### src/rtl/ipv6_packet_fnv1a_hasher_macros.svh
// Assertion macros shared by the IPv6 packet FNV-1a hasher.
// They expect clk_i and rst_ni to be in scope where they are used.
`ifndef IPV6_PACKET_FNV1A_HASHER_MACROS_SVH
`define IPV6_PACKET_FNV1A_HASHER_MACROS_SVH

// The consequent must hold in the same cycle as the antecedent.
`define IPV6FNV_ASSERT_SAME(lbl, ante, cons) \
  lbl: assert property (@(posedge clk_i) disable iff (!rst_ni) (ante) |-> (cons)) \
    else $error("ipv6fnv: same-cycle check failed");

// The consequent must hold in the cycle after the antecedent.
`define IPV6FNV_ASSERT_NEXT(lbl, ante, cons) \
  lbl: assert property (@(posedge clk_i) disable iff (!rst_ni) (ante) |=> (cons)) \
    else $error("ipv6fnv: next-cycle check failed");

`endif

### src/rtl/ipv6fnv_pkg.sv
// Types, constants and the FNV-1a mixing function of the IPv6 packet hasher.
// No dependencies; used by every module of the block.
package ipv6fnv_pkg;

  localparam logic [31:0] HASH_BASIS    = 32'h811c9dc5;
  localparam logic [31:0] HASH_PRIME    = 32'h01000193;
  localparam logic [16:0] POS_MAX       = 17'h1FFFF;
  localparam logic [16:0] PLEN_HI_POS   = 17'd4;
  localparam logic [16:0] PLEN_LO_POS   = 17'd5;
  localparam logic [16:0] NH_POS        = 17'd6;
  localparam logic [16:0] ADDR_START    = 17'd8;
  localparam logic [16:0] HEADER_BYTES  = 17'd40;
  localparam logic [7:0]  NH_HOP_BY_HOP = 8'd0;

  typedef struct packed {
    logic [31:0] packet_hash;
    logic        truncated;
  } result_t;

  function automatic logic [31:0] fnv_mix(input logic [31:0] h, input logic [7:0] b);
    logic [31:0] x;
    x = h ^ {24'd0, b};
    return x * HASH_PRIME;
  endfunction

endpackage

### src/rtl/ipv6_packet_fnv1a_hasher.sv
// Channel   Handshake              Payload
// input     in_valid_i/in_stall_o  packet_byte_i, last_byte_i
// output    out_valid_o/out_stall_i packet_hash_o, truncated_o
//
// One packet byte is taken in every cycle unless the input stalls; the hash state
// is updated by at most one FNV-1a multiply per transfer, and results are registered.
// Reset (rst_ni, asynchronous) returns the hash state and the result buffer to empty.
// Input stalls only when the result register and its skid stage are both full.
// Top level of the IPv6 packet FNV-1a hasher; uses ipv6fnv_pkg, ipv6fnv_parser,
// ipv6fnv_outbuf and the assertion macros header.
`include "ipv6_packet_fnv1a_hasher_macros.svh"

module ipv6_packet_fnv1a_hasher (
  input  logic        clk_i,
  input  logic        rst_ni,
  input  logic        in_valid_i,
  output logic        in_stall_o,
  input  logic [7:0]  packet_byte_i,
  input  logic        last_byte_i,
  output logic        out_valid_o,
  input  logic        out_stall_i,
  output logic [31:0] packet_hash_o,
  output logic        truncated_o
);

  logic                 accept;
  logic                 full;
  ipv6fnv_pkg::result_t result;
  ipv6fnv_pkg::result_t out_data;

  assign accept     = in_valid_i && !full;
  assign in_stall_o = full;

  ipv6fnv_parser u_parser (
    .clk_i         (clk_i),
    .rst_ni        (rst_ni),
    .accept_i      (accept),
    .packet_byte_i (packet_byte_i),
    .last_byte_i   (last_byte_i),
    .result_o      (result)
  );

  ipv6fnv_outbuf u_outbuf (
    .clk_i       (clk_i),
    .rst_ni      (rst_ni),
    .push_i      (accept && last_byte_i),
    .push_data_i (result),
    .full_o      (full),
    .out_valid_o (out_valid_o),
    .out_stall_i (out_stall_i),
    .out_data_o  (out_data)
  );

  assign packet_hash_o = out_data.packet_hash;
  assign truncated_o   = out_data.truncated;

  `IPV6FNV_ASSERT_SAME(a_skid_implies_out, in_stall_o, out_valid_o)
  `IPV6FNV_ASSERT_NEXT(a_last_gives_result, in_valid_i && !in_stall_o && last_byte_i, out_valid_o)
  `IPV6FNV_ASSERT_NEXT(a_skid_refills_out, out_valid_o && !out_stall_i && in_stall_o, out_valid_o)
  `IPV6FNV_ASSERT_SAME(a_hash_nonzero, out_valid_o, packet_hash_o != 32'd0)

endmodule

### src/rtl/ipv6fnv_parser.sv
// Header parser and FNV-1a hash state of the IPv6 packet hasher.
// Depends on ipv6fnv_pkg; gives the result of the byte being transferred.
module ipv6fnv_parser (
  input  logic                  clk_i,
  input  logic                  rst_ni,
  input  logic                  accept_i,
  input  logic [7:0]            packet_byte_i,
  input  logic                  last_byte_i,
  output ipv6fnv_pkg::result_t  result_o
);

  logic [16:0] pos_q, pos_d, pos_next;
  logic [7:0]  nh_q, nh_d;
  logic [15:0] plen_q, plen_d;
  logic [31:0] hash_q, hash_d;
  logic [31:0] premix_q, premix_d;
  logic [11:0] skip_q, skip_d;
  logic [15:0] cons_q, cons_d;

  logic        hbh;
  logic        in_payload;
  logic        use_premix;
  logic [31:0] mix_src, mixed;
  logic [11:0] hbh_len;
  logic [31:0] final_hash;

  assign hbh      = (nh_q == ipv6fnv_pkg::NH_HOP_BY_HOP) && (plen_q >= 16'd2);
  assign hbh_len  = {1'b0, packet_byte_i, 3'b000} + 12'd8;
  assign pos_next = (pos_q == ipv6fnv_pkg::POS_MAX) ? pos_q : pos_q + 17'd1;
  assign in_payload = (pos_q >= ipv6fnv_pkg::HEADER_BYTES) && (cons_q < plen_q);
  assign use_premix = in_payload && (cons_q == 16'd1) && hbh;
  assign mix_src  = use_premix ? premix_q : hash_q;
  assign mixed    = ipv6fnv_pkg::fnv_mix(mix_src, packet_byte_i);

  always_comb begin
    nh_d     = nh_q;
    plen_d   = plen_q;
    hash_d   = hash_q;
    premix_d = premix_q;
    skip_d   = skip_q;
    cons_d   = cons_q;
    if (pos_q == ipv6fnv_pkg::PLEN_HI_POS) begin
      plen_d = {packet_byte_i, 8'd0};
    end else if (pos_q == ipv6fnv_pkg::PLEN_LO_POS) begin
      plen_d = {plen_q[15:8], packet_byte_i};
    end else if (pos_q == ipv6fnv_pkg::NH_POS) begin
      nh_d = packet_byte_i;
    end else if (pos_q inside {[ipv6fnv_pkg::ADDR_START:ipv6fnv_pkg::HEADER_BYTES - 17'd1]}) begin
      hash_d = mixed;
    end else if (in_payload) begin
      cons_d = cons_q + 16'd1;
      if (cons_q == 16'd0 && hbh) begin
        premix_d = mixed;
      end else if (use_premix) begin
        if ({4'd0, hbh_len} <= plen_q) begin
          skip_d = hbh_len - 12'd2;
        end else begin
          hash_d = mixed;
        end
      end else if (skip_q != 12'd0) begin
        skip_d = skip_q - 12'd1;
      end else begin
        hash_d = mixed;
      end
    end
    pos_d = pos_next;
  end

  // A held first payload byte is hashed as plain payload when the packet ends.
  always_comb begin
    if (cons_d == 16'd1 && hbh) begin
      final_hash = (cons_q == 16'd0) ? mixed : premix_q;
    end else begin
      final_hash = hash_d;
    end
  end

  assign result_o.packet_hash = (final_hash == 32'd0) ? 32'd1 : final_hash;
  assign result_o.truncated   = pos_next < (ipv6fnv_pkg::HEADER_BYTES + {1'b0, plen_d});

  always_ff @(posedge clk_i or negedge rst_ni) begin
    if (!rst_ni) begin
      pos_q    <= '0;
      nh_q     <= '0;
      plen_q   <= '0;
      hash_q   <= ipv6fnv_pkg::HASH_BASIS;
      premix_q <= '0;
      skip_q   <= '0;
      cons_q   <= '0;
    end else if (accept_i) begin
      if (last_byte_i) begin
        pos_q    <= '0;
        nh_q     <= '0;
        plen_q   <= '0;
        hash_q   <= ipv6fnv_pkg::HASH_BASIS;
        premix_q <= '0;
        skip_q   <= '0;
        cons_q   <= '0;
      end else begin
        pos_q    <= pos_d;
        nh_q     <= nh_d;
        plen_q   <= plen_d;
        hash_q   <= hash_d;
        premix_q <= premix_d;
        skip_q   <= skip_d;
        cons_q   <= cons_d;
      end
    end
  end

endmodule

### src/rtl/ipv6fnv_outbuf.sv
// Result register with a skid stage for the IPv6 packet hasher.
// Depends on ipv6fnv_pkg for the result type.
module ipv6fnv_outbuf (
  input  logic                  clk_i,
  input  logic                  rst_ni,
  input  logic                  push_i,
  input  ipv6fnv_pkg::result_t  push_data_i,
  output logic                  full_o,
  output logic                  out_valid_o,
  input  logic                  out_stall_i,
  output ipv6fnv_pkg::result_t  out_data_o
);

  logic                 out_valid_q, skid_valid_q;
  ipv6fnv_pkg::result_t out_q, skid_q;
  logic                 pop;

  assign pop = out_valid_q && !out_stall_i;

  always_ff @(posedge clk_i or negedge rst_ni) begin
    if (!rst_ni) begin
      out_valid_q  <= 1'b0;
      skid_valid_q <= 1'b0;
    end else if (skid_valid_q) begin
      if (pop) begin
        skid_valid_q <= 1'b0;
      end
    end else if (push_i) begin
      if (!out_valid_q || pop) begin
        out_valid_q <= 1'b1;
      end else begin
        skid_valid_q <= 1'b1;
      end
    end else if (pop) begin
      out_valid_q <= 1'b0;
    end
  end

  always_ff @(posedge clk_i) begin
    if (skid_valid_q) begin
      if (pop) begin
        out_q <= skid_q;
      end
    end else if (push_i) begin
      if (!out_valid_q || pop) begin
        out_q <= push_data_i;
      end else begin
        skid_q <= push_data_i;
      end
    end
  end

  assign full_o      = skid_valid_q;
  assign out_valid_o = out_valid_q;
  assign out_data_o  = out_q;

endmodule

### config.mk
export PLATFORM = sky130hd
export DESIGN_NAME = ipv6_packet_fnv1a_hasher
export DESIGN_NICKNAME = d
export VERILOG_FILES = /design/src/rtl/ipv6fnv_pkg.sv /design/src/rtl/ipv6_packet_fnv1a_hasher.sv /design/src/rtl/ipv6fnv_parser.sv /design/src/rtl/ipv6fnv_outbuf.sv
export VERILOG_INCLUDE_DIRS = /design/src /design/src/rtl
export SDC_FILE = /design/constraint.sdc
export NUM_CORES = 1
export LEC_CHECK = 0
export ABC_AREA = 1
export BUFFER_PORTS_ARGS = -buffer_cell sky130_fd_sc_hd__buf_2
export CORE_MARGIN = 2
export CORE_UTILIZATION = 35
export CTS_CLUSTER_SIZE = 24
export DETAILED_ROUTE_END_ITERATION = 8
export GPL_ROUTABILITY_DRIVEN = 1
export SLEW_MARGIN = 5
export SYNTH_ARGS = -nofsm -noshare
export SYNTH_HDL_FRONTEND = slang
export SYNTH_SLANG_ARGS = --single-unit
### constraint.sdc
create_clock -name clk_i -period 9.7 [get_ports clk_i]
set_input_delay 0.97 -clock clk_i [delete_from_list [all_inputs] [get_ports clk_i]]
set_output_delay 0.97 -clock clk_i [all_outputs]
set_load 0.01 [all_outputs]
==> impl_metrics.env <==
export IMPL_fin_skew_ns=0.02704
export IMPL_n_antenna_cell=0
export IMPL_die_w_um=237.7
export IMPL_violations="design-rule violations"
export IMPL_root_buffer="clkbuf_16"
export IMPL_yosysSeqAreaShare_pct=28.13
export IMPL_netlist_area_leader_share_pct=15.84
export IMPL_ant_nets=0
export IMPL_cpMostUsedCell="nand2_1"
export IMPL_slew_viol_final=0
export IMPL_critPathMaxFanout=24
export IMPL_drtIter0Drc=1476
export IMPL_dieArea_mm2=0.05651
export IMPL_worstSetupPathType="reg2reg"
export IMPL_antenna_found_initial=1
export IMPL_fill_cells=5500
export IMPL_synth_top_area_cell="dfrtp_1"
export IMPL_numCtsBuffers=24
export IMPL_synth_nets=2796
export IMPL_hold_slack_ns=0.4794
export IMPL_seq_area_mm2=0.005378
export IMPL_synth_edf_count=66
export IMPL_first_pass_iters=9
export IMPL_fmax_mhz=108.4
export IMPL_ys_ff_latch=201
export IMPL_rows=85
export IMPL_clock_path_buffers=3
export IMPL_area_delta_synth_final_pct=10.80
export IMPL_rsz0062_at_grt="no"
export IMPL_die_y_um=237.7
export IMPL_syn_mean_instance_area_um2=7.725
export IMPL_ys_warn_count=0
export IMPL_io_pins=48
export IMPL_synthCells=2475
export IMPL_post_dp_hpwl_mm=45.04
export IMPL_grt_max_degree=84
export IMPL_coreArea_mm2=0.05392
export IMPL_slowest_delay_ns=0.54
export IMPL_wl_per_cell_um=17.93
export IMPL_yosys_top_cells_area="dfrtp_1 (16%), ha_1 (15%), edfxtp_1 (10%)"
export IMPL_grt_use_total_pct=20.59
export IMPL_num_nets_final=2846
export IMPL_hold_viol=0
export IMPL_end_kind="flop"
export IMPL_post_place_ws_ns=0.4946
export IMPL_min_period_ns=9.224
export IMPL_clock_sinks=201
export IMPL_place_port_buffers=47
export IMPL_setup_ws_ns=0.4755
export IMPL_clkTransAtPathRegs_ns=0.06
export IMPL_multi_input_area_mm2=0.01163
export IMPL_setup_tns_ns=0
export IMPL_cts_setup_buffers=0
export IMPL_htree_levels=1
export IMPL_syn_area_mm2=0.01912
export IMPL_cts_tree="yes"
export IMPL_routed_wl_mm=58.06
export IMPL_gp_congestion=0.9522
export IMPL_critical_path_arrival_ns=9.54
export IMPL_vias=17020
export IMPL_grt_pass1_vias=16830
export IMPL_relSlewSlack_pct=28.66
export IMPL_min_path_type="in2async"
export IMPL_critical_path_startpoint_type="flop"
export IMPL_post_route_drc_count=1
export IMPL_required_ns=10.02
export IMPL_grt_pass1_wl_mm=92.69
export IMPL_routed_via_density=5.258
export IMPL_worstMarginPinSlew_ns=1.068
export IMPL_finalSetupViolCount=0
export IMPL_synth_main_ff_cell="dfrtp_1"
export IMPL_clkLatencyLatePin_ns=0.57
export IMPL_period_share_pct=95.10
export IMPL_run_status="finished, violations left"
export IMPL_initial_core_util_pct=35.46
export IMPL_critPathSlowestCell="o21ai_0"
export IMPL_drive_above_1_share_pct=8.615
export IMPL_overflow=0
export IMPL_cap_viol_max_count=0
export IMPL_async_reset_ff_share_pct=67.16
export IMPL_ys_types=61
[Yosys cell counts (3+ instances only)]
cell / count
or2_2: 5
o21ai_4: 3
nand2_1: 505
o22ai_1: 83
xnor2_1: 16
o211ai_1: 14
nand2_4: 6
clkbuf_1: 44
edfxtp_1: 66
xor2_1: 73
dfrtp_1: 121
buf_2: 8
o2111ai_1: 7
inv_1: 464
ha_1: 234
nor3_1: 35
o21ai_2: 10
nand3_1: 115
inv_2: 14
a21o_1: 5
o21a_1: 4
a31oi_1: 16
buf_6: 5
a22o_1: 5
o21ai_1: 8
clkinv_1: 3
nand4_1: 29
o21bai_1: 4
nand2_2: 11
nor4_1: 3
nand3b_1: 4
o21ai_0: 176
fa_1: 74
a21oi_1: 83
nor2_4: 3
nor2_1: 163
dfstp_2: 14
nor2_2: 9
[flip-flops by register name, indices dropped and copies added (netlist names)]
name,flops
u_outbuf.full_o,1
u_outbuf.out_data_o,33
u_outbuf.out_valid_o,1
u_outbuf.skid_q,33
u_parser.cons_q,16
u_parser.hash_q,32
u_parser.nh_q,8
u_parser.plen_q,16
u_parser.pos_q,17
u_parser.premix_q,32
u_parser.skip_q,12
[critical path, delay by kind of cell (launching register included)]
family                   cells  cell delay [ns]
AND/OR/NAND/NOR             16             2.03
adder cells (fa/ha/maj)      9             3.28
flip-flops                   1             0.46
buffers and inverters        6             0.74
XOR/XNOR                     2             0.79
AO/OA/AOI/OAI                7             1.67
[per-layer routing]
layer | up-vias | global-route usage (%) | routed length (um)
met3 | 130 | 2.520 | 4195
met4 | 2 | 7.776 | 2341
li1 | 8166 | - | -
met5 | - | 0 | 12
met2 | 636 | 33.46 | 25970
met1 | 8090 | 28.01 | 25540
[layout make-up]
class | count | share of cell area [%]
multi-input combinational | 1728 | 54.91
sequential | 201 | 25.38
inverter | 484 | 8.617
tap | 696 | 4.111
clock buffer | 27 | 2.888
timing repair buffer | 86 | 2.522
clock inverter | 16 | 1.571
[logic make-up (layout without fill, tap and decap cells)]
family,count (synthesis),after routing,synth area share (%)
simple gates,903,903,20.57
buf+inv,546,613,11.18
compound gates,428,428,12.98
fa+ha+maj,308,308,23.06
flops,201,201,28.13
xor+xnor,89,89,4.077
[metrics by stage]
stage	instance area, um2	cells	util (%)
after global routing	21190	3238	39.29
after detailed placement	20230	3195	37.52
final	21190	3238	39.29
after global placement	20230	3195	37.52
after CTS	21180	3238	39.28
after floorplan	19120	2475	-
[cells in the final DEF, fill, tap and decap left out, types with 7 or more instances in the layout]
cell type  instances
nand2_1          505
inv_1            463
ha_1             234
o21ai_0          175
nor2_1           161
dfrtp_1          121
nand3_1          114
o22ai_1           83
a21oi_1           82
fa_1              74
xor2_1            72
edfxtp_1          66
buf_2             46
buf_4             39
nor3_1            35
nand4_1           29
clkbuf_16         24
a31oi_1           16
xnor2_1           16
inv_2             15
o211ai_1          14
dfstp_2           14
nand2_2           11
nor2_2            11
o21ai_2           10
o21ai_1            9
bufinv_16          9
o2111ai_1          7
[worst paths after layout]
check / from / end / slack, ns / cells after the start
max in group asynchronous: rst_ni / u_parser.premix_q[26] / 7.91 / 2
max reg2reg: u_parser.cons_q[9] / u_outbuf.out_data_o[1] / 0.48 / 40
max: u_parser.cons_q[9] / u_outbuf.out_data_o[1] / 0.48 / 40
min: rst_ni / u_parser.skip_q[4] / 0.48 / 1
min in group clk_i: u_outbuf.skid_q[0] / u_outbuf.out_data_o[0] / 0.51 / 2
min reg2reg: u_outbuf.skid_q[0] / u_outbuf.out_data_o[0] / 0.51 / 2
[timing repair]
| item | CTS | global route |
|---|---|---|
| endpoints found under the setup margin | 0 | 2 |
| hold buffers | 0 | 0 |
| gates resized for setup | 0 | 2 |
Power is left out: the tool's default activity adds up to more than one toggle a clock period on the data nets, which glitch-free logic cannot reach.
